--- config.mk ---
export PLATFORM = sky130hd
export DESIGN_NAME = rfr_out_stage_flat
export DESIGN_NICKNAME = d
export VERILOG_FILES = /design/src/rtl/rfr_pkg.sv /design/src/rtl/rfr_if.sv /design/src/rtl/rfr_out_stage.sv /design/src/flat_wrapper.sv
export SDC_FILE = /design/constraint.sdc
export NUM_CORES = 1
export LEC_CHECK = 0
export BUFFER_PORTS_ARGS = -buffer_cell sky130_fd_sc_hd__buf_4
export CELL_PAD_IN_SITES_DETAIL_PLACEMENT = 1
export CELL_PAD_IN_SITES_GLOBAL_PLACEMENT = 1
export CORE_UTILIZATION = 37
export CTS_CLUSTER_DIAMETER = 150
export DETAILED_ROUTE_END_ITERATION = 8
export HOLD_SLACK_MARGIN = 0.12
export PLACE_DENSITY = 0.82
export RECOVER_POWER = 100
export SETUP_SLACK_MARGIN = 0.4
export SLEW_MARGIN = 20
export SYNTH_ARGS = -nofsm -noshare
export SYNTH_HDL_FRONTEND = slang
export SYNTH_SLANG_ARGS = --single-unit
--- constraint.sdc ---
create_clock -name clk -period 4.75 [get_ports clk]
set_clock_uncertainty 0.05 [all_clocks]
set_input_delay 0.95 -clock clk [delete_from_list [all_inputs] [get_ports clk]]
set_output_delay 0.95 -clock clk [all_outputs]
set_load 0.03 [all_outputs]
--- src/rtl/rfr_pkg.sv ---
// shared constants, types and crc helper for the response frame reassembler
package rfr_pkg;

  // payload store geometry
  localparam int STORE_DEPTH = 512;
  localparam int STORE_AW    = $clog2(STORE_DEPTH);

  // frame layout
  localparam int HDR_LEN   = 8;
  localparam int LEN_POS   = 7;
  localparam int TRAIL_LEN = 3;
  localparam int FILL_W    = 9;

  // crc-16/modbus
  localparam logic [15:0] CRC_INIT = 16'hFFFF;
  localparam logic [15:0] CRC_POLY = 16'hA001;

  // request commands
  localparam logic [1:0] CMD_BYTE  = 2'd0;
  localparam logic [1:0] CMD_TICK  = 2'd1;
  localparam logic [1:0] CMD_READ  = 2'd2;
  localparam logic [1:0] CMD_CLEAR = 2'd3;

  // result status codes
  localparam logic [2:0] ST_INCOMPLETE = 3'd0;
  localparam logic [2:0] ST_COMPLETE   = 3'd1;
  localparam logic [2:0] ST_BAD_TERM   = 3'd2;
  localparam logic [2:0] ST_CRC_ERR    = 3'd3;
  localparam logic [2:0] ST_TIMEOUT    = 3'd4;

  // configuration register indexes
  localparam logic [1:0] REG_HEAD     = 2'd0;
  localparam logic [1:0] REG_TERM     = 2'd1;
  localparam logic [1:0] REG_CMD_OFS  = 2'd2;
  localparam logic [1:0] REG_TIMEOUT  = 2'd3;

  // configuration reset values
  localparam logic [7:0]  HEAD_RST    = 8'h7E;
  localparam logic [7:0]  TERM_RST    = 8'h0D;
  localparam logic [2:0]  CMD_OFS_RST = 3'd5;
  localparam logic [15:0] TIMEOUT_RST = 16'd1000;

  typedef struct packed {
    logic [7:0]  head_byte;
    logic [7:0]  terminator_byte;
    logic [2:0]  command_offset;
    logic [15:0] timeout_ms;
  } cfg_t;

  // result of one request before the payload store read returns
  typedef struct packed {
    logic [2:0]        status;
    logic [7:0]        frame_command;
    logic [7:0]        payload_length;
    logic              rd_en;
    logic [31:0]       discarded_total;
    logic [FILL_W-1:0] buffered_count;
  } result_t;

  // one byte of crc-16/modbus, bit by bit
  function automatic logic [15:0] crc_byte(input logic [15:0] crc, input logic [7:0] b);
    logic [15:0] c;
    c = crc ^ {8'h00, b};
    for (int k = 0; k < 8; k++) begin
      c = c[0] ? ((c >> 1) ^ CRC_POLY) : (c >> 1);
    end
    return c;
  endfunction

endpackage

--- src/rtl/rfr_if.sv ---


interface rfr_out_if;
  logic        valid;
  logic        ready;
  logic [2:0]  status;
  logic [7:0]  frame_command;
  logic [7:0]  payload_length;
  logic [7:0]  read_data;
  logic [31:0] discarded_total;
  logic [8:0]  buffered_count;

  modport source (output valid, status, frame_command, payload_length, read_data,
                  discarded_total, buffered_count, input ready);
  modport sink (input valid, status, frame_command, payload_length, read_data,
                discarded_total, buffered_count, output ready);
endinterface


--- src/rtl/rfr_out_stage.sv ---
// result pipeline: store read stage, then output register
module rfr_out_stage (
  input  logic             clk,
  input  logic             rst_n,
  input  logic             acc,
  input  rfr_pkg::result_t res_in,
  input  logic [7:0]       rd_data,
  output logic             take_ok,
  rfr_out_if.source        out_ch
);

  rfr_pkg::result_t s1_r;
  rfr_pkg::result_t out_r;
  logic             s1_v_r;
  logic             out_v_r;
  logic [7:0]       rdata_r;
  logic             out_free;
  logic             s1_move;

  assign out_free = !out_v_r || out_ch.ready;
  assign s1_move  = s1_v_r && out_free;
  assign take_ok  = !s1_v_r || out_free;

  // valid flags
  always_ff @(posedge clk) begin
    if (!rst_n) begin
      s1_v_r  <= 1'b0;
      out_v_r <= 1'b0;
    end else begin
      s1_v_r <= acc || (s1_v_r && !s1_move);
      if (out_free) begin
        out_v_r <= s1_v_r;
      end
    end
  end

  // payload registers
  always_ff @(posedge clk) begin
    if (acc) begin
      s1_r <= res_in;
    end
    if (s1_move) begin
      out_r   <= s1_r;
      rdata_r <= s1_r.rd_en ? rd_data : 8'h00;
    end
  end

  assign out_ch.valid           = out_v_r;
  assign out_ch.status          = out_r.status;
  assign out_ch.frame_command   = out_r.frame_command;
  assign out_ch.payload_length  = out_r.payload_length;
  assign out_ch.read_data       = rdata_r;
  assign out_ch.discarded_total = out_r.discarded_total;
  assign out_ch.buffered_count  = out_r.buffered_count;

endmodule

--- src/flat_wrapper.sv ---
// flat-port wrapper written by rule: the top's interface ports become plain ports
module rfr_out_stage_flat 
  (clk, rst_n, acc, res_in, rd_data, take_ok, out_ch_valid, out_ch_status, out_ch_frame_command, out_ch_payload_length, out_ch_read_data, out_ch_discarded_total, out_ch_buffered_count, out_ch_ready);
  rfr_out_if out_ch_i ();
  input  logic clk;
  input  logic rst_n;
  input  logic acc;
  input  rfr_pkg::result_t res_in;
  input  logic [7:0] rd_data;
  output logic take_ok;
  output wire logic [$bits(out_ch_i.valid)-1:0] out_ch_valid;
  output wire logic [$bits(out_ch_i.status)-1:0] out_ch_status;
  output wire logic [$bits(out_ch_i.frame_command)-1:0] out_ch_frame_command;
  output wire logic [$bits(out_ch_i.payload_length)-1:0] out_ch_payload_length;
  output wire logic [$bits(out_ch_i.read_data)-1:0] out_ch_read_data;
  output wire logic [$bits(out_ch_i.discarded_total)-1:0] out_ch_discarded_total;
  output wire logic [$bits(out_ch_i.buffered_count)-1:0] out_ch_buffered_count;
  input wire logic [$bits(out_ch_i.ready)-1:0] out_ch_ready;
  assign out_ch_valid = out_ch_i.valid;
  assign out_ch_status = out_ch_i.status;
  assign out_ch_frame_command = out_ch_i.frame_command;
  assign out_ch_payload_length = out_ch_i.payload_length;
  assign out_ch_read_data = out_ch_i.read_data;
  assign out_ch_discarded_total = out_ch_i.discarded_total;
  assign out_ch_buffered_count = out_ch_i.buffered_count;
  assign out_ch_i.ready = out_ch_ready;
  rfr_out_stage u_core (.clk(clk), .rst_n(rst_n), .acc(acc), .res_in(res_in), .rd_data(rd_data), .take_ok(take_ok), .out_ch(out_ch_i));
endmodule
==> flow_metrics.py <==
metrics = {
    "routing": {
        "drc": 0,
        "detail_route.wl_per_cell_um": 15.65,
        "routed_wirelength_um": 7151,
        "antenna_left": 0,
        "drt_iter0_drc": 42,
        "drt_pass1_iterations": 4,
        "viasPerCell": 4.221,
        "vias": 1929,
    },
    "setup_path": {
        "worst-path-buf-inv": 1,
        "critical_path.max_stage_delay_ns": 2.32,
        "crit_cells": 1,
        "reg2regPathDepth": 3,
        "path_max_fanout": 62,
        "cp_slowest_cell": "clkbuf_1",
        "crit_required_ns": 4.73,
        "start_kind": "primary input",
        "path_class": "primary input to flop",
        "endpoint_kind": "flop",
        "cp_top_family": "buffers and inverters",
        "crit_chain": "clkbuf_1",
        "arrival_ns": 3.32,
    },
    "clocking": {
        "cts.clk_slew.worst_paths_ns": 0.05,
        "cts_resized": 0,
        "hold_buffers": 0,
        "clk_latency_ns": 0.50,
        "cts_setup_buffers": 0,
        "cts_tree": "yes",
        "cts_inserted_buffers": 17,
        "cts-root-buf": "clkbuf_8",
        "cts_buffer_depth": 2,
        "clock_sinks": 131,
        "htreeDepth": 4,
    },
    "sta": {
        "fin_crit_ns": 3.333,
        "fin_setup_tns_ns": 0,
        "worstMarginPinSlew_ns": 3.345,
        "max_freq_ghz": 0.3000,
        "whs_ns": 0.3666,
        "max_slew_margin": -1.230,
        "layout_setup_ws_ns": 1.417,
        "drv_slew": 86,
        "hold_viol_final": 0,
        "post-route-period-util": 0.7017,
        "grt_setup_unrepaired": "no",
        "finalSetupViolCount": 0,
    },
    "power_and_ir_drop": {
        "sw_frac_of_total": 0.2011,
        "pwr-share-clk": 0.441,
        "p_seq_frac": 0.503,
        "ir_drop_uv": 317.5,
        "powerDensity_nw_per_um2": 496.2,
        "p_leak_nw": 1.979,
        "pwr-share-comb": 0.056,
        "intPower_mw": 2.200,
        "power_mw": 2.754,
        "switching_power_mw": 0.5537,
    },
    "finish": {
        "final_cell_mix": "edfxtp_1 (129), clkbuf_1 (73), clkbuf_4 (62), clkbuf_16 (16), buf_4 (11)",
        "stdcell_count": 457,
        "fillCellCount": 981,
        "layout_commonest_cell": "edfxtp_1",
        "area_growth_pct": 38.58,
        "fin_util": 0.5329,
        "final_area_sq_um": 5550,
        "drive_above_1_share": 0.3115,
        "insertedDiodeCount": 0,
        "nets": 381,
    },
    "die": {
        "fp.dieArea_sq_um": 11240,
        "ios": 143,
        "start_util": 0.3845,
        "fp.dieH_um": 106.0,
        "row_count": 37,
        "core_sq_um": 10420,
        "die_x_um": 106.0,
    },
    "synthesis": {
        "synth_fp_nets": 218,
        "ys_ff_latch": 131,
        "seq_area_frac_synth": 0.9772,
        "syn_area_per_cell_sq_um": 27.62,
        "synth_cell_types": 8,
        "ys_warn_count": 0,
        "syn-cell-area_sq_um": 4005,
        "synthesis.instances": 145,
    },
    "global_route": {
        "grt_antenna_before_repair": 0,
        "grt_max_degree": 63,
        "track_usage": 0.1344,
        "grt_pass1_vias": 2065,
        "grt_pass1_wl_um": 10720,
        "overflow": 0,
    },
    "placement": {
        "place_inst": 425,
        "placed_cell_area_sq_um": 5264,
        "globalplace.congestion": 0.6572,
        "io_buffers": 142,
        "pre_cts_ws_ns": 2.216,
        "dp_hpwl_um": 4831,
    },
    "min_path": {
        "min_path_cells": 0,
        "worstHoldPathType": "flop to flop",
    },
    "status": {
        "violations": "max-capacitance violations, max-slew violations",
        "outcome": "finished with violations",
    },
    "flow_run": {
        "cap_violations": 2,
    },
}
-- cell type report --
class                           instances  area (sq um)  share of cell area
Sequential cell                       131          3914              0.7051
Clock inverter                         13         141.4             0.02547
Tap cell                              136         170.2             0.03066
Clock buffer                           19         421.7             0.07597
Timing Repair Buffer                  144         814.5              0.1468
Multi-Input combinational cell         14         88.84             0.01601
-- sequential cells by signal (all words and copies together), names as in the netlist --
| register | count |
|---|---|
| u_core.out_ch.read_data | 8 |
| u_core.out_ch.status | 3 |
| u_core.out_ch.payload_length | 8 |
| u_core.s1_v_r | 1 |
| u_core.out_ch.discarded_total | 32 |
| u_core.out_ch.buffered_count | 9 |
| u_core.s1_r | 61 |
| u_core.out_ch.valid | 1 |
| u_core.out_ch.frame_command | 8 |
-- path summary, 6_finish.rpt --
check,startpoint,slack (ns),to
worst max-delay path,acc,1.42,u_core.s1_r[35]$_DFFE_PP_
worst min-delay path,u_core.s1_r[9]$_DFFE_PP_,0.37,u_core.out_ch.discarded_total[0]$_DFFE_PP_
worst max register to register,u_core.out_ch.valid$_SDFFE_PN0P_,1.92,u_core.out_ch.discarded_total[27]$_DFFE_PP_
worst min register to register,u_core.s1_r[9]$_DFFE_PP_,0.37,u_core.out_ch.discarded_total[0]$_DFFE_PP_
-- Yosys cell counts (all sizes together) --
| cell type | instances | area, sq um |
|---|---|---|
| nand2 | 1 | 3.750 |
| a22o | 1 | 8.760 |
| dfxtp | 2 | 40.04 |
| and2 | 9 | 56.30 |
| nor2b | 2 | 15.02 |
| edfxtp | 129 | 3874 |
| o21a | 1 | 7.510 |
-- power groups by stage --
stage                     logic, mW  registers, mW  clock network, mW
after global placement        0.182           1.40                  0
after floorplan              0.0144           1.46                  0
after CTS                     0.187           1.38               1.25
after global routing          0.165           1.39               1.29
final                         0.155           1.38               1.21
after detailed placement      0.186           1.41                  0
-- routing by layer --
layer / vias to the layer above / global-route usage / share of wire
met5: - / 0 / 0
met4: 0 / 0.07242 / 0.017
met3: 9 / 0.06254 / 0.089
met2: 92 / 0.2269 / 0.52
met1: 919 / 0.1385 / 0.37
li1: 909 / - / -
-- logic make-up (layout without fill, tap and decap cells) --
family / Yosys count / after routing / synth area share
buffers and inverters: 0 / 176 / 0
DFF: 131 / 131 / 0.9772
AOI/OAI and AO/OA: 2 / 2 / 0.004062
and+or+nand+nor: 12 / 12 / 0.01874
No activity file was read; power rests on OpenSTA's default activity.
