### src/rtl/rfr_pkg.sv
// shared constants, types and crc helper for the response frame reassembler
package rfr_pkg;

  // payload store geometry
  localparam int STORE_DEPTH = 512;
  localparam int STORE_AW    = $clog2(STORE_DEPTH);

  // frame layout
  localparam int HDR_LEN   = 8;
  localparam int LEN_POS   = 7;
  localparam int TRAIL_LEN = 3;
  localparam int FILL_W    = 9;

  // crc-16/modbus
  localparam logic [15:0] CRC_INIT = 16'hFFFF;
  localparam logic [15:0] CRC_POLY = 16'hA001;

  // request commands
  localparam logic [1:0] CMD_BYTE  = 2'd0;
  localparam logic [1:0] CMD_TICK  = 2'd1;
  localparam logic [1:0] CMD_READ  = 2'd2;
  localparam logic [1:0] CMD_CLEAR = 2'd3;

  // result status codes
  localparam logic [2:0] ST_INCOMPLETE = 3'd0;
  localparam logic [2:0] ST_COMPLETE   = 3'd1;
  localparam logic [2:0] ST_BAD_TERM   = 3'd2;
  localparam logic [2:0] ST_CRC_ERR    = 3'd3;
  localparam logic [2:0] ST_TIMEOUT    = 3'd4;

  // configuration register indexes
  localparam logic [1:0] REG_HEAD     = 2'd0;
  localparam logic [1:0] REG_TERM     = 2'd1;
  localparam logic [1:0] REG_CMD_OFS  = 2'd2;
  localparam logic [1:0] REG_TIMEOUT  = 2'd3;

  // configuration reset values
  localparam logic [7:0]  HEAD_RST    = 8'h7E;
  localparam logic [7:0]  TERM_RST    = 8'h0D;
  localparam logic [2:0]  CMD_OFS_RST = 3'd5;
  localparam logic [15:0] TIMEOUT_RST = 16'd1000;

  typedef struct packed {
    logic [7:0]  head_byte;
    logic [7:0]  terminator_byte;
    logic [2:0]  command_offset;
    logic [15:0] timeout_ms;
  } cfg_t;

  // result of one request before the payload store read returns
  typedef struct packed {
    logic [2:0]        status;
    logic [7:0]        frame_command;
    logic [7:0]        payload_length;
    logic              rd_en;
    logic [31:0]       discarded_total;
    logic [FILL_W-1:0] buffered_count;
  } result_t;

  // one byte of crc-16/modbus, bit by bit
  function automatic logic [15:0] crc_byte(input logic [15:0] crc, input logic [7:0] b);
    logic [15:0] c;
    c = crc ^ {8'h00, b};
    for (int k = 0; k < 8; k++) begin
      c = c[0] ? ((c >> 1) ^ CRC_POLY) : (c >> 1);
    end
    return c;
  endfunction

endpackage

### src/rtl/rfr_if.sv


interface rfr_cfg_if;
  logic        valid;
  logic        ready;
  logic [1:0]  reg_index;
  logic [15:0] wdata;

  modport source (output valid, reg_index, wdata, input ready);
  modport sink (input valid, reg_index, wdata, output ready);
endinterface

### src/rtl/rfr_cfg_regs.sv
// configuration register bank
module rfr_cfg_regs (
  input  logic          clk,
  input  logic          rst_n,
  rfr_cfg_if.sink       cfg_ch,
  output rfr_pkg::cfg_t cfg
);

  rfr_pkg::cfg_t cfg_r;

  assign cfg_ch.ready = 1'b1;
  assign cfg       = cfg_r;

  // register writes
  always_ff @(posedge clk) begin
    if (!rst_n) begin
      cfg_r.head_byte       <= rfr_pkg::HEAD_RST;
      cfg_r.terminator_byte <= rfr_pkg::TERM_RST;
      cfg_r.command_offset  <= rfr_pkg::CMD_OFS_RST;
      cfg_r.timeout_ms      <= rfr_pkg::TIMEOUT_RST;
    end else if (cfg_ch.valid) begin
      case (cfg_ch.reg_index)
        rfr_pkg::REG_HEAD:    cfg_r.head_byte       <= cfg_ch.wdata[7:0];
        rfr_pkg::REG_TERM:    cfg_r.terminator_byte <= cfg_ch.wdata[7:0];
        rfr_pkg::REG_CMD_OFS: cfg_r.command_offset  <= cfg_ch.wdata[2:0];
        rfr_pkg::REG_TIMEOUT: cfg_r.timeout_ms      <= cfg_ch.wdata;
        default: begin
        end
      endcase
    end
  end

endmodule

### src/flat_wrapper.sv
// flat-port wrapper written by rule: the top's interface ports become plain ports
module rfr_cfg_regs_flat 
  (clk, rst_n, cfg, cfg_ch_valid, cfg_ch_reg_index, cfg_ch_wdata, cfg_ch_ready);
  rfr_cfg_if cfg_ch_i ();
  input  logic clk;
  input  logic rst_n;
  output rfr_pkg::cfg_t cfg;
  input wire logic [$bits(cfg_ch_i.valid)-1:0] cfg_ch_valid;
  input wire logic [$bits(cfg_ch_i.reg_index)-1:0] cfg_ch_reg_index;
  input wire logic [$bits(cfg_ch_i.wdata)-1:0] cfg_ch_wdata;
  output wire logic [$bits(cfg_ch_i.ready)-1:0] cfg_ch_ready;
  assign cfg_ch_i.valid = cfg_ch_valid;
  assign cfg_ch_i.reg_index = cfg_ch_reg_index;
  assign cfg_ch_i.wdata = cfg_ch_wdata;
  assign cfg_ch_ready = cfg_ch_i.ready;
  rfr_cfg_regs u_core (.clk(clk), .rst_n(rst_n), .cfg_ch(cfg_ch_i), .cfg(cfg));
endmodule
### config.mk
export PLATFORM = sky130hd
export DESIGN_NAME = rfr_cfg_regs_flat
export DESIGN_NICKNAME = d
export VERILOG_FILES = /design/src/rtl/rfr_pkg.sv /design/src/rtl/rfr_if.sv /design/src/rtl/rfr_cfg_regs.sv /design/src/flat_wrapper.sv
export SDC_FILE = /design/constraint.sdc
export NUM_CORES = 1
export LEC_CHECK = 0
export ABC_AREA = 1
export BUFFER_PORTS_ARGS = -buffer_cell sky130_fd_sc_hd__buf_2
export CORE_ASPECT_RATIO = 0.6
export CORE_UTILIZATION = 47
export CTS_BUF_LIST = sky130_fd_sc_hd__clkbuf_16
export DETAILED_ROUTE_END_ITERATION = 16
export PLACE_DENSITY_LB_ADDON = 0.05
export SYNTH_ARGS = -nofsm -noshare
export SYNTH_HDL_FRONTEND = slang
export SYNTH_SLANG_ARGS = --single-unit
### constraint.sdc
create_clock -name clk -period 1.3 [get_ports clk]
set_input_delay 0.39 -clock clk [delete_from_list [all_inputs] [get_ports clk]]
set_output_delay 0.39 -clock clk [all_outputs]
set_load 0.005 [all_outputs]
==> run metrics, run 1 <==
mux contribution to synthesized area=0%; chip width=72.56 um; Core Region=2663 sq um; fill cell count=246; min Tclk post-route=1.162 ns; leakage power=1.025 nW; Top Ports=57; row cnt=14; drt total wl=3657 um; Die ar.=3217 sq um; VDD IR max=0.8312 mV; WP buf/inv=1; pre-CTS WS=0.02040 ns; first-pass GRT wire length=5630 um; RSZ-0062 raised after global routing=no; antenna viol nets, final=0; vias per inst=4.976; Initial Util=52.73%; sequential area share after synthesis=49.91%; Root Buffer=clkbuf_16; antenna cells=0; HPWL after DPL=2610 um; top cell type's share of synthesized area=49.91%; MaxCap Viol Count=0; H-tree depth=2; TritonCTS clock tree=done; Layout Nets=274; IO Port Bufs=55; synthesized flop and latch total=35; status=complete, no violations; vias in the first global route=1262; GR Overflow Total=0; Final setup viols=0; Initial DRC Count=65; Die H=44.34 um; R2R Path End=u_core.cfg[26]$_SDFFE_PN0P_; Mapped Area=1404 sq um; Final Core Density=69.78%; CP Data Arrival Time=0.77 ns; first-pass detailed-route iteration total=5; Slew Limit Fails=0; Hold Vio Cnt, Final=0; layout cells sized above 1=27.17%; most common cell after layout, fill and taps aside=buf_2; footprint of the multi-input gates=554.3 sq um; CP required=0.91 ns; CP peak stage delay=0.37 ns; flop-to-flop setup slack=0.64 ns; share of the cycle needed by the critical path after routing=89.37%; skew final=0 ns; Synth Area in Simple Gates=38.50%; hold buffers post-CTS=0; commonest cells after routing, fill and taps aside=buf_2 (55), nand2_1 (52), nor2_1 (35), dfxtp_1 (35), nand3_1 (27); fmax=860.7 MHz; Yosys cell types=13; Total GRT Usage=23.83%; Synth Instances=198; largest net degree at the start of global routing=23; WL per Instance=12.44 um; Clock Latency Late Sink=0.27 ns; postcts setup bufs=0; Tightest Hold Check Type=in2reg; XOR/XNOR Fraction of Synth Area=0%; setup TNS=0 ns; main combinational cell family by area after synthesis=simple AND/OR/NAND/NOR gates; crit path max fanout=2; fraction of the mapped netlist area in compound gates=0.7130%; Setup CP Type=reg2out; register area=700.7 sq um; DRC violations left=0; post-synth top area cell=dfxtp_1; RR Startpoint=u_core.cfg[26]$_SDFFE_PN0P_; Critical Path Sink Type=output pin; Syn Nets=219; CTS Sinks=35; Hold EP=u_core.cfg[14]$_SDFFE_PN0P_; Max clock buf depth=2; Hold Startpoint=cfg_ch_wdata[14]; crit path cell chain=buf_2; slowest CP cell=dfxtp_1; power per cell area=1382 nW/um^2; worst setup margin=0.1382 ns; clock-pin slew on the worst setup and hold paths=0.05 ns; post-cts resize count=0; Area Growth Syn to Fin=32.35%; CP Launch Type=flop; max FFs per register=35; Final Wtd Congestion=0.7741; Synth Area in Adders=0%; CP top delay family=flip-flops; R2R cell count=4; Num CTS Buffers=5; Syn Area/Cell=7.090 sq um; hold path depth=3; top area cells in the synthesized netlist=dfxtp_1 (50%), nand2_1 (14%), nand3_1 (9.6%); Synth warnings=0; vias=1463; initial antenna violation count=0
[synth_stat cells]
library cell and count:
buf_2 5, nand2_1 52, conb_1 1, clkbuf_1 3, nand3_2 1, buf_4 4, nand4_1 11, buf_1 2
nor2_1 35, inv_1 20, a21oi_1 2, dfxtp_1 35, nand3_1 27
[stage by stage]
stage	power, mW	area [sq um]	std cells	hold WS (ns)
after floorplan	1.333	1404	198	0.4526
after global placement	1.450	1720	286	0.4355
after detailed placement	1.465	1720	286	0.4395
after CTS	2.564	1858	294	0.3395
after global routing	2.639	1858	294	0.3470
final	2.569	1858	294	0.3370
[layer usage]
| layer | wire, um | global-route usage, % | vias to the layer above | part of all wire [%] |
|---|---|---|---|---|
| met4 | 70 | 10.20 | 0 | 1.9 |
| met1 | 1636 | 29.12 | 667 | 45 |
| li1 | - | - | 727 | - |
| met2 | 1695 | 40.56 | 58 | 46 |
| met3 | 255 | 6.378 | 11 | 7.0 |
| met5 | 0 | 0 | - | 0 |
[cell type report]
cell class | count | share of cell area [%]
Inverter | 20 | 4.040
Clock buffer | 5 | 6.734
Multi-Input combinational cell | 129 | 29.83
Clock inverter | 3 | 0.6734
Timing Repair Buffer | 62 | 18.32
Sequential cell | 35 | 37.71
Tap cell | 40 | 2.694
[worst max-delay path by stage]
stage	start	to	slack, ns	cells after the start
2_1_floorplan	cfg_ch_valid	u_core.cfg[24]$_SDFFE_PN0P_	0.21	6
3_3_place_gp	cfg_ch_reg_index[1]	u_core.cfg[26]$_SDFFE_PN0P_	0.11	7
3_5_place_dp	cfg_ch_reg_index[1]	u_core.cfg[24]$_SDFFE_PN0P_	0.02	7
4_1_cts	u_core.cfg[21]$_SDFFE_PN1P_	cfg[21]	0.15	1
5_1_grt	u_core.cfg[21]$_SDFFE_PN1P_	cfg[21]	0.14	1
6_report	u_core.cfg[21]$_SDFFE_PN1P_	cfg[21]	0.14	1
[power breakdown]
group	total, mW	switching (mW)	internal (mW)
Combinational	0.289	0.168	0.121
Clock	1.12	0.429	0.691
Sequential	1.16	0.0281	1.13
[cell families after synthesis]
kind of cell	count (synthesis)
buffers and inverters	34
AND/OR/NAND/NOR	126
flip-flops	35
AO/OA/AOI/OAI	2
other	1
No activity file was read; power rests on OpenSTA's default activity.
==> run 2: changes to the inputs <==
Settings changed: MAX_ROUTING_LAYER from default to met4.
==> run 2 against run 1 <==
  * Maximum frequency grew 1.0%
  * Utilization did not move
  * Clock power barely moved
  * Sequential power hardly changed
  * Register-to-register slack about the same
  * Via count up 0.21%
==> run metrics, run 2 (synthesis results as in run 1) <==
crit path max fanout=2 (unchanged); R2R cell count=4 (unchanged); IO Port Bufs=55 (unchanged); Final setup viols=0 (unchanged); Num CTS Buffers=5 (unchanged); Clock Latency Late Sink=0.27 ns (about the same); largest net degree at the start of global routing=23 (unchanged); Tightest Hold Check Type=in2reg; Die ar.=3217 sq um (unchanged); vias per inst=4.986 (+0.21%); CP Launch Point=u_core.cfg[21]$_SDFFE_PN1P_; post-cts resize count=0 (unchanged); drt total wl=3634 um (-0.63%); minimum hold slack=0.3372 ns (+0.0002700 ns); antenna cells=0 (unchanged); setup TNS=0 ns (unchanged); Initial Util=52.73% (unchanged); WP buf/inv=1 (unchanged); Area Growth Syn to Fin=32.35% (unchanged); Total GRT Usage=24.61% (+0.78 points); CP peak stage delay=0.36 ns (about the same); vias in the first global route=1263 (+0.079%); skew final=0 ns (unchanged); Initial DRC Count=62 (-4.6%); CP required=0.91 ns (about the same); Core Region=2663 sq um (unchanged); antenna viol nets, final=0 (unchanged); CP Launch Type=flop; first-pass GRT wire length=5623 um (-0.12%); share of the cycle needed by the critical path after routing=88.48% (-0.89 points); GR Overflow Total=0 (unchanged); flop-to-flop setup slack=0.64 ns (about the same); RSZ-0062 raised after global routing=no; Hold EP=u_core.cfg[14]$_SDFFE_PN0P_; Layout Nets=274 (unchanged); Max clock buf depth=2 (unchanged); Critical Path Sink Type=output pin; leakage power=1.025 nW (unchanged); crit path cell chain=buf_2; WL per Instance=12.36 um (-0.63%); Hold Vio Cnt, Final=0 (unchanged); first-pass detailed-route iteration total=5 (unchanged); chip width=72.56 um (unchanged); MaxCap Viol Count=0 (unchanged); commonest cells after routing, fill and taps aside=buf_2 (55), nand2_1 (52), nor2_1 (35), dfxtp_1 (35), nand3_1 (27); H-tree depth=2 (unchanged); slowest CP cell=dfxtp_1; Root Buffer=clkbuf_16; Top Ports=57 (unchanged); hold path depth=3 (unchanged); power per cell area=1380 nW/um^2 (-0.16%); Die H=44.34 um (unchanged); CP Data Arrival Time=0.76 ns (about the same); CP top delay family=flip-flops; Setup CP Type=reg2out; fmax=869.4 MHz (+1.0%); Final Wtd Congestion=0.7845 (+1.3%); VDD IR max=0.8312 mV (about the same); CTS Sinks=35 (unchanged); status=complete, no violations; layout cells sized above 1=27.17% (unchanged); most common cell after layout, fill and taps aside=buf_2; Hold Startpoint=cfg_ch_wdata[14]; R2R Path End=u_core.cfg[26]$_SDFFE_PN0P_; max FFs per register=35 (unchanged); vias=1466 (+0.21%); clock-pin slew on the worst setup and hold paths=0.05 ns (about the same); RR Startpoint=u_core.cfg[26]$_SDFFE_PN0P_; postcts setup bufs=0 (unchanged); DRC violations left=0 (unchanged); row cnt=14 (unchanged); min Tclk post-route=1.150 ns (-0.01162 ns); hold buffers post-CTS=0 (unchanged); TritonCTS clock tree=done; HPWL after DPL=2610 um (unchanged); Slew Limit Fails=0 (unchanged); initial antenna violation count=0 (unchanged)
## run 2: cell counts in the layout (fill, tap and decap cells not counted)
No cell type changed its count.
## run 2: through the flow
stage	total power, mW	std cells	instance area, sq um	utilization (%)	worst slack, ns
3_3_place_gp	1.450	286	1720	64.61	0.1092
5_1_grt	2.639	294	1858	69.78	0.1389
2_1_floorplan	1.333	198	1404	-	0.2135
4_1_cts	2.564	294	1858	69.78	0.1537
3_5_place_dp	1.465	286	1720	64.61	0.02040
6_report	2.565	294	1858	69.78	0.1498
## run 2: tightest hold or removal path: cells and delay by family
| family | cells | cell delay, ns |
|---|---|---|
| buf+inv | 1 | 0.07 |
| simple gates | 2 | 0.11 |
## run 2: area by class of cell
class,count,area (sq um)
Timing Repair Buffer,62,340.3
Tap cell,40,50.05
Fill cell,246,804.5
Clock buffer,5,125.1
Inverter,20,75.07
Clock inverter,3,12.51
Multi-Input combinational cell,129,554.3
Sequential cell,35,700.7
## run 2: worst max-delay path by stage
| stage | cells after the start | to |
|---|---|---|
| after floorplan | 6 | u_core.cfg[24]$_SDFFE_PN0P_ |
| after global placement | 7 | u_core.cfg[26]$_SDFFE_PN0P_ |
| after detailed placement | 7 | u_core.cfg[24]$_SDFFE_PN0P_ |
| after CTS | 1 | cfg[21] |
| after global routing | 1 | cfg[21] |
| final | 1 | cfg[21] |
## run 2: per-layer routing
| layer | track usage, % | share of wire [%] | wire length (um) |
|---|---|---|---|
| met2 | 40.56 | 46 | 1685 |
| met1 | 29.12 | 44 | 1592 |
| met4 | 10.20 | 1.8 | 65 |
| met3 | 6.378 | 8.0 | 291 |
| met5 | - | 0 | 0 |
## run 2: where the power goes
group / total [mW] / internal, mW / switching [mW]
clock: 1.12 / 0.691 / 0.427
combinational: 0.288 / 0.121 / 0.167
sequential: 1.16 / 1.13 / 0.0277
total: 2.56 / 1.94 / 0.621
