### src/rtl/rfr_pkg.sv
// shared constants, types and crc helper for the response frame reassembler
package rfr_pkg;

  // payload store geometry
  localparam int STORE_DEPTH = 512;
  localparam int STORE_AW    = $clog2(STORE_DEPTH);

  // frame layout
  localparam int HDR_LEN   = 8;
  localparam int LEN_POS   = 7;
  localparam int TRAIL_LEN = 3;
  localparam int FILL_W    = 9;

  // crc-16/modbus
  localparam logic [15:0] CRC_INIT = 16'hFFFF;
  localparam logic [15:0] CRC_POLY = 16'hA001;

  // request commands
  localparam logic [1:0] CMD_BYTE  = 2'd0;
  localparam logic [1:0] CMD_TICK  = 2'd1;
  localparam logic [1:0] CMD_READ  = 2'd2;
  localparam logic [1:0] CMD_CLEAR = 2'd3;

  // result status codes
  localparam logic [2:0] ST_INCOMPLETE = 3'd0;
  localparam logic [2:0] ST_COMPLETE   = 3'd1;
  localparam logic [2:0] ST_BAD_TERM   = 3'd2;
  localparam logic [2:0] ST_CRC_ERR    = 3'd3;
  localparam logic [2:0] ST_TIMEOUT    = 3'd4;

  // configuration register indexes
  localparam logic [1:0] REG_HEAD     = 2'd0;
  localparam logic [1:0] REG_TERM     = 2'd1;
  localparam logic [1:0] REG_CMD_OFS  = 2'd2;
  localparam logic [1:0] REG_TIMEOUT  = 2'd3;

  // configuration reset values
  localparam logic [7:0]  HEAD_RST    = 8'h7E;
  localparam logic [7:0]  TERM_RST    = 8'h0D;
  localparam logic [2:0]  CMD_OFS_RST = 3'd5;
  localparam logic [15:0] TIMEOUT_RST = 16'd1000;

  typedef struct packed {
    logic [7:0]  head_byte;
    logic [7:0]  terminator_byte;
    logic [2:0]  command_offset;
    logic [15:0] timeout_ms;
  } cfg_t;

  // result of one request before the payload store read returns
  typedef struct packed {
    logic [2:0]        status;
    logic [7:0]        frame_command;
    logic [7:0]        payload_length;
    logic              rd_en;
    logic [31:0]       discarded_total;
    logic [FILL_W-1:0] buffered_count;
  } result_t;

  // one byte of crc-16/modbus, bit by bit
  function automatic logic [15:0] crc_byte(input logic [15:0] crc, input logic [7:0] b);
    logic [15:0] c;
    c = crc ^ {8'h00, b};
    for (int k = 0; k < 8; k++) begin
      c = c[0] ? ((c >> 1) ^ CRC_POLY) : (c >> 1);
    end
    return c;
  endfunction

endpackage

### src/rtl/rfr_if.sv
// request, result and configuration channel interfaces

interface rfr_in_if;
  logic        valid;
  logic        ready;
  logic [1:0]  cmd;
  logic [7:0]  data_byte;
  logic [31:0] now_ms;
  logic [7:0]  read_index;

  modport source (output valid, cmd, data_byte, now_ms, read_index, input ready);
  modport sink (input valid, cmd, data_byte, now_ms, read_index, output ready);
endinterface


### src/rtl/rfr_core.sv
// frame tracking: fill count, crc, timing, discard counter and store addressing
module rfr_core (
  input  logic                         clk,
  input  logic                         rst_n,
  rfr_in_if.sink                       in_ch,
  input  logic                         take_ok,
  input  rfr_pkg::cfg_t                cfg,
  output logic                         acc,
  output rfr_pkg::result_t             res,
  output logic                         wr_en,
  output logic [rfr_pkg::STORE_AW-1:0] wr_addr,
  output logic [7:0]                   wr_data,
  output logic                         rd_en,
  output logic [rfr_pkg::STORE_AW-1:0] rd_addr
);

  localparam int FW = rfr_pkg::FILL_W;

  logic [FW-1:0] fill_r, fill_nxt;
  logic [15:0]   crc_r, crc_nxt;
  logic [31:0]   start_r, start_nxt;
  logic [31:0]   disc_r, disc_nxt;
  logic [7:0]    lcmd_r, lcmd_nxt;
  logic [7:0]    llen_r, llen_nxt;
  logic [7:0]    hdr_r [rfr_pkg::HDR_LEN];
  logic [7:0]    prev1_r, prev1_nxt;
  logic [7:0]    prev2_r, prev2_nxt;

  logic          is_empty;
  logic          in_hdr;
  logic          in_body;
  logic          hdr_we;
  logic          byte_we;
  logic          rd_req;
  logic [FW-1:0] fill_inc;
  logic [FW-1:0] body_end;
  logic [FW-1:0] frame_total;
  logic [7:0]    frame_len;
  logic [15:0]   crc_upd;
  logic [31:0]   elapsed;
  logic [FW-1:0] disc_add;
  logic [32:0]   disc_sum;
  logic [2:0]    status;

  assign acc         = in_ch.valid & take_ok;
  assign in_ch.ready = take_ok;

  // frame geometry from the buffered length byte
  assign is_empty    = (fill_r == '0);
  assign fill_inc    = fill_r + FW'(1);
  assign frame_len   = hdr_r[rfr_pkg::LEN_POS];
  assign body_end    = FW'(rfr_pkg::HDR_LEN) + FW'(frame_len);
  assign frame_total = body_end + FW'(rfr_pkg::TRAIL_LEN);
  assign in_hdr      = (fill_r < FW'(rfr_pkg::HDR_LEN));
  assign in_body     = (fill_r < body_end);
  assign crc_upd     = rfr_pkg::crc_byte(crc_r, in_ch.data_byte);
  assign elapsed     = in_ch.now_ms - start_r;

  // next state for the request on the channel
  always_comb begin
    fill_nxt  = fill_r;
    crc_nxt   = crc_r;
    start_nxt = start_r;
    lcmd_nxt  = lcmd_r;
    llen_nxt  = llen_r;
    prev1_nxt = prev1_r;
    prev2_nxt = prev2_r;
    disc_add  = '0;
    hdr_we    = 1'b0;
    byte_we   = 1'b0;
    rd_req    = 1'b0;
    status    = rfr_pkg::ST_INCOMPLETE;
    case (in_ch.cmd)
      rfr_pkg::CMD_BYTE: begin
        if (is_empty && (in_ch.data_byte != cfg.head_byte)) begin
          // stray byte while idle
          disc_add = FW'(1);
        end else begin
          byte_we   = 1'b1;
          hdr_we    = in_hdr;
          fill_nxt  = fill_inc;
          prev1_nxt = in_ch.data_byte;
          prev2_nxt = prev1_r;
          if (in_hdr || in_body) begin
            crc_nxt = crc_upd;
          end
          if (is_empty) begin
            start_nxt = in_ch.now_ms;
          end
          // last byte of the frame: terminator first, then crc
          if (!in_hdr && (fill_inc == frame_total)) begin
            if (in_ch.data_byte != cfg.terminator_byte) begin
              status   = rfr_pkg::ST_BAD_TERM;
              disc_add = frame_total;
            end else if (crc_r != {prev2_r, prev1_r}) begin
              status   = rfr_pkg::ST_CRC_ERR;
              disc_add = frame_total;
            end else begin
              status   = rfr_pkg::ST_COMPLETE;
              lcmd_nxt = hdr_r[cfg.command_offset];
              llen_nxt = frame_len;
            end
            fill_nxt = '0;
            crc_nxt  = rfr_pkg::CRC_INIT;
          end
        end
      end
      rfr_pkg::CMD_TICK: begin
        if (!is_empty && (elapsed >= {16'h0000, cfg.timeout_ms})) begin
          status   = rfr_pkg::ST_TIMEOUT;
          disc_add = fill_r;
          fill_nxt = '0;
          crc_nxt  = rfr_pkg::CRC_INIT;
        end
      end
      rfr_pkg::CMD_READ: begin
        rd_req = (in_ch.read_index < llen_r);
      end
      rfr_pkg::CMD_CLEAR: begin
        fill_nxt  = '0;
        crc_nxt   = rfr_pkg::CRC_INIT;
        start_nxt = '0;
        lcmd_nxt  = '0;
        llen_nxt  = '0;
      end
      default: begin
      end
    endcase
  end

  // saturating discard counter
  assign disc_sum = {1'b0, disc_r} + 33'(disc_add);
  assign disc_nxt = disc_sum[32] ? '1 : disc_sum[31:0];

  // store access
  assign wr_en   = acc & byte_we;
  assign wr_addr = rfr_pkg::STORE_AW'(fill_r);
  assign wr_data = in_ch.data_byte;
  assign rd_en   = acc & rd_req;
  assign rd_addr = rfr_pkg::STORE_AW'(FW'(rfr_pkg::HDR_LEN) + FW'(in_ch.read_index));

  // result fields
  assign res.status          = status;
  assign res.frame_command   = lcmd_nxt;
  assign res.payload_length  = llen_nxt;
  assign res.rd_en           = rd_req;
  assign res.discarded_total = disc_nxt;
  assign res.buffered_count  = fill_nxt;

  // control state
  always_ff @(posedge clk) begin
    if (!rst_n) begin
      fill_r  <= '0;
      crc_r   <= rfr_pkg::CRC_INIT;
      start_r <= '0;
      disc_r  <= '0;
      lcmd_r  <= '0;
      llen_r  <= '0;
    end else if (acc) begin
      fill_r  <= fill_nxt;
      crc_r   <= crc_nxt;
      start_r <= start_nxt;
      disc_r  <= disc_nxt;
      lcmd_r  <= lcmd_nxt;
      llen_r  <= llen_nxt;
    end
  end

  // header bytes and the last two received bytes
  always_ff @(posedge clk) begin
    if (acc) begin
      prev1_r <= prev1_nxt;
      prev2_r <= prev2_nxt;
      if (hdr_we) begin
        hdr_r[fill_r[$clog2(rfr_pkg::HDR_LEN)-1:0]] <= in_ch.data_byte;
      end
    end
  end

endmodule

### src/flat_wrapper.sv
// flat-port wrapper written by rule: the top's interface ports become plain ports
module rfr_core_flat 
  (clk, rst_n, take_ok, cfg, acc, res, wr_en, wr_addr, wr_data, rd_en, rd_addr, in_ch_valid, in_ch_cmd, in_ch_data_byte, in_ch_now_ms, in_ch_read_index, in_ch_ready);
  rfr_in_if in_ch_i ();
  input  logic clk;
  input  logic rst_n;
  input  logic take_ok;
  input  rfr_pkg::cfg_t cfg;
  output logic acc;
  output rfr_pkg::result_t res;
  output logic wr_en;
  output logic [rfr_pkg::STORE_AW-1:0] wr_addr;
  output logic [7:0] wr_data;
  output logic rd_en;
  output logic [rfr_pkg::STORE_AW-1:0] rd_addr;
  input wire logic [$bits(in_ch_i.valid)-1:0] in_ch_valid;
  input wire logic [$bits(in_ch_i.cmd)-1:0] in_ch_cmd;
  input wire logic [$bits(in_ch_i.data_byte)-1:0] in_ch_data_byte;
  input wire logic [$bits(in_ch_i.now_ms)-1:0] in_ch_now_ms;
  input wire logic [$bits(in_ch_i.read_index)-1:0] in_ch_read_index;
  output wire logic [$bits(in_ch_i.ready)-1:0] in_ch_ready;
  assign in_ch_i.valid = in_ch_valid;
  assign in_ch_i.cmd = in_ch_cmd;
  assign in_ch_i.data_byte = in_ch_data_byte;
  assign in_ch_i.now_ms = in_ch_now_ms;
  assign in_ch_i.read_index = in_ch_read_index;
  assign in_ch_ready = in_ch_i.ready;
  rfr_core u_core (.clk(clk), .rst_n(rst_n), .in_ch(in_ch_i), .take_ok(take_ok), .cfg(cfg), .acc(acc), .res(res), .wr_en(wr_en), .wr_addr(wr_addr), .wr_data(wr_data), .rd_en(rd_en), .rd_addr(rd_addr));
endmodule
### config.mk
export PLATFORM = sky130hd
export DESIGN_NAME = rfr_core_flat
export DESIGN_NICKNAME = d
export VERILOG_FILES = /design/src/rtl/rfr_pkg.sv /design/src/rtl/rfr_if.sv /design/src/rtl/rfr_core.sv /design/src/flat_wrapper.sv
export SDC_FILE = /design/constraint.sdc
export NUM_CORES = 1
export LEC_CHECK = 0
export ABC_AREA = 0
export BUFFER_PORTS_ARGS = -buffer_cell sky130_fd_sc_hd__clkbuf_2
export CORE_MARGIN = 1.5
export CORE_UTILIZATION = 45
export DETAILED_ROUTE_END_ITERATION = 16
export GPL_ROUTABILITY_DRIVEN = 1
export PLACE_DENSITY = 0.63
export SLEW_MARGIN = 20
export SYNTH_ARGS = -nofsm -noshare
export SYNTH_HDL_FRONTEND = slang
export SYNTH_SLANG_ARGS = --single-unit
export TNS_END_PERCENT = 1
### constraint.sdc
create_clock -name clk -period 16.8 [get_ports clk]
set_input_delay 4.2 -clock clk [delete_from_list [all_inputs] [get_ports clk]]
set_output_delay 4.2 -clock clk [all_outputs]
set_load 0.01 [all_outputs]
==> flow_summary.json <==
{
  "reg2reg_slack_ps": 8140,
  "ys.warnings.count": 0,
  "fin_crit_ps": 15840,
  "reg2reg_from": "u_core.start_r[0]",
  "total_power_w": 0.00106,
  "initial_core_util_pct": 45.8,
  "drc_errors": 0,
  "combinationalPowerShare_pct": 15.6,
  "crit_end": "res[39]",
  "gp_congestion": 0.923,
  "reg2reg_depth": 34,
  "worst-setup-path-type": "in -> out",
  "hold_viol": 0,
  "p_per_area_nw_per_um2": 73.9,
  "path_max_fanout": 32,
  "cp_common_cell": "a21oi_1",
  "fin_setup_tns_ps": 0,
  "synth_area_um2": 12700,
  "ys_ff_latch": 185,
  "hpwl_um": 25800,
  "io_buffers": 179,
  "min_path_type": "reg -> reg",
  "dp.cells": 1920,
  "die_h_um": 171,
  "swShare_pct": 30.3,
  "ir_drop_v": 0.0000661,
  "drive_above_1_share_pct": 16.6,
  "first_iter_violations": 774,
  "setup_viol": 0,
  "cts_buffers": 17,
  "final_nets": 1734,
  "overflow": 0,
  "die-width_um": 171,
  "dr.pass1.iters": 5,
  "end_kind": "output pin",
  "antenna_found_initial": 2,
  "post_cts_resized": 0,
  "postSynthAreaPerCell_um2": 8.82,
  "cts_root_buf": "clkbuf_16",
  "drt-total-wl_um": 34800,
  "clock_skew_ps": 13.6,
  "r2r-end": "u_core.disc_r[16]",
  "core_um2": 27800,
  "fin_ws_ps": 960,
  "max_stage_delay_ps": 640,
  "synthCells": 1443,
  "final_cells": 1953,
  "worst_pin_slew_ps": 852,
  "yosysUniqueCellTypes": 84,
  "max_freq_mhz": 63.1,
  "grt_usage_pct": 24.0,
  "leakagePower_nw": 5.68,
  "maxSlewViolCount": 0,
  "rows": 61,
  "post-cts-setup-buffer-count": 0,
  "synth-edff-count": 80,
  "maxCapViolCount": 0,
  "finalCritPeriodShare_pct": 94.3,
  "slew_headroom_pct": 42.7,
  "rsz0062_at_grt": "no",
  "seq_power_share_pct": 44.5,
  "critPathRequiredTime_ps": 12600,
  "async_reset_ff_share_pct": 0,
  "area_delta_synth_final_pct": 13.1,
  "wl_per_cell_um": 17.8,
  "startpoint_type": "input pin",
  "cts_tree": "done",
  "synth-seq-area-share_pct": 35.4,
  "htreeDepth": 4,
  "ant_nets": 0,
  "internal_power_w": 0.000742,
  "ioPinCount": 180,
  "cts_buffer_depth": 2,
  "grt_max_degree": 65,
  "worstPathArrival_ps": 11640,
  "synthFlopType": "dfxtp_1",
  "grt_first_pass_wirelength_um": 54700,
  "die-area_um2": 29300,
  "vias_per_cell": 5.67,
  "cts_hold_repair.buffers": 0,
  "hp-start": "u_core.disc_r[2]",
  "clk_pin_slew_ps": 80,
  "cp_slowest_cell": "or4b_2",
  "dp_slack_ps": 1040,
  "grt_pass1_vias": 10300,
  "cts_sinks": 185,
  "synth_nets": 1616,
  "p_sw_w": 0.000322,
  "crit_path_start": "in_ch_now_ms[0]",
  "status": "finished, final reports clean",
  "p_clk_share_pct": 39.9,
  "clkLatencyLatePin_ps": 450,
  "vias": 11100
}
[metal layers]
metal,routed length [µm],vias up,track usage [%]
met5,7,-,0
met4,507,2,5.84
met3,1960,34,4.49
met2,16000,317,39.0
met1,16400,5300,32.8
li1,-,5426,-
[logic make-up (layout without fill, tap and decap cells)]
family	after synthesis	after routing	synth area share [%]
and+or+nand+nor	488	488	18.9
AOI/OAI and AO/OA	341	341	17.6
DFF	185	185	35.4
buffers and inverters	177	308	5.83
xor gates and xnor gates	119	119	8.40
adders and majority gates	84	84	8.38
muxes	49	49	5.46
other	0	1	0
[critical path: cells and delay by family]
kind	cells	cell delay, ps
AO/OA/AOI/OAI	17	3620
adder cells (fa/ha/maj)	5	1480
XOR/XNOR	1	160
buffers and inverters	3	230
AND/OR/NAND/NOR	8	1940
[cells in the final DEF, fill, tap and decap left out, types with 7 or more instances in the layout]
master / n
nand3_1: 42
xnor2_1: 66
and2_1: 10
clkbuf_16: 17
dfxtp_1: 105
a311oi_1: 13
ha_1: 82
nor4_1: 13
or3_1: 8
edfxtp_1: 80
a21oi_1: 122
mux2i_1: 30
mux4_2: 16
a31oi_1: 10
a22o_1: 18
inv_1: 89
nor2b_1: 8
o211ai_1: 10
and4_1: 8
a21o_1: 11
buf_4: 7
a211oi_1: 9
nand2_1: 132
and3_1: 21
nand2b_1: 11
clkbuf_2: 179
xor2_1: 51
nor2_1: 136
o21ai_0: 64
nor3_1: 26
o21a_1: 9
nand4_1: 20
nor3b_1: 30
[stage by stage]
stage / hold WS [ps] / instance area (µm²) / utilization (%)
floorplan: 432 / 12700 / -
global placement: 445 / 13700 / 49.5
detailed placement: 448 / 13800 / 49.5
CTS: 469 / 14400 / 51.8
global route: 479 / 14400 / 51.8
finish: 470 / 14400 / 51.8
[final cells by class]
cell class | instances | area, µm²
Clock inverter | 15 | 206
Tap cell | 378 | 473
Fill cell | 2695 | 13400
Timing Repair Buffer | 186 | 948
Inverter | 90 | 338
Clock buffer | 17 | 425
Sequential cell | 185 | 4500
Antenna cell | 1 | 2.50
Multi-Input combinational cell | 1081 | 7490
[worst min path at each step]
stage                             to  slack (ps)  cells after the start
detailed placement  u_core.lcmd_r[1]         450                      1
finish              u_core.disc_r[2]         470                      2
CTS                 u_core.disc_r[7]         470                      2
global route        u_core.lcmd_r[6]         480                      1
floorplan           u_core.lcmd_r[0]         430                      1
global placement    u_core.lcmd_r[0]         440                      1
[synthesized netlist by cell type, types with 7 or more instances]
cell / number / area [µm²]
a22o_1: 18 / 158
nand2_1: 133 / 499
clkbuf_1: 57 / 214
inv_1: 89 / 334
xor2_1: 51 / 447
mux2i_1: 30 / 300
dfxtp_1: 105 / 2100
ha_1: 82 / 1030
o21ai_0: 64 / 320
and3_1: 21 / 131
a211oi_1: 9 / 67.6
a21o_1: 11 / 82.6
a21oi_1: 122 / 611
a31oi_1: 10 / 62.6
nor2_1: 136 / 510
xnor2_1: 66 / 578
nor2b_1: 8 / 50.1
buf_4: 14 / 105
nor3_1: 28 / 140
nor3b_1: 30 / 225
mux4_2: 16 / 360
nand2b_1: 11 / 68.8
and2_1: 10 / 62.6
and4_1: 8 / 70.1
nor4_1: 13 / 81.3
edfxtp_1: 80 / 2400
nand3_1: 42 / 210
or3_1: 8 / 50.1
o21a_1: 9 / 67.6
o211ai_1: 10 / 75.1
nand4_1: 20 / 125
a311oi_1: 13 / 114
buf_2: 7 / 35.0
[power by group through the flow]
stage	combinational (W)	sequential (W)	clock, W
floorplan	0.000116	0.000483	0
global placement	0.000162	0.000484	0
detailed placement	0.000164	0.000484	0
CTS	0.000165	0.000474	0.000432
global route	0.000184	0.000474	0.000448
finish	0.000165	0.000474	0.000424
[flip-flops by register name, summed over array words and instances, names as in the netlist]
signal,count
u_core.lcmd_r,8
u_core.hdr_r,64
u_core.prev2_r,8
u_core.disc_r,32
u_core.wr_addr,9
u_core.prev1_r,8
u_core.crc_r,16
u_core.start_r,32
u_core.llen_r,8
No activity file was read; power rests on OpenSTA's default activity.
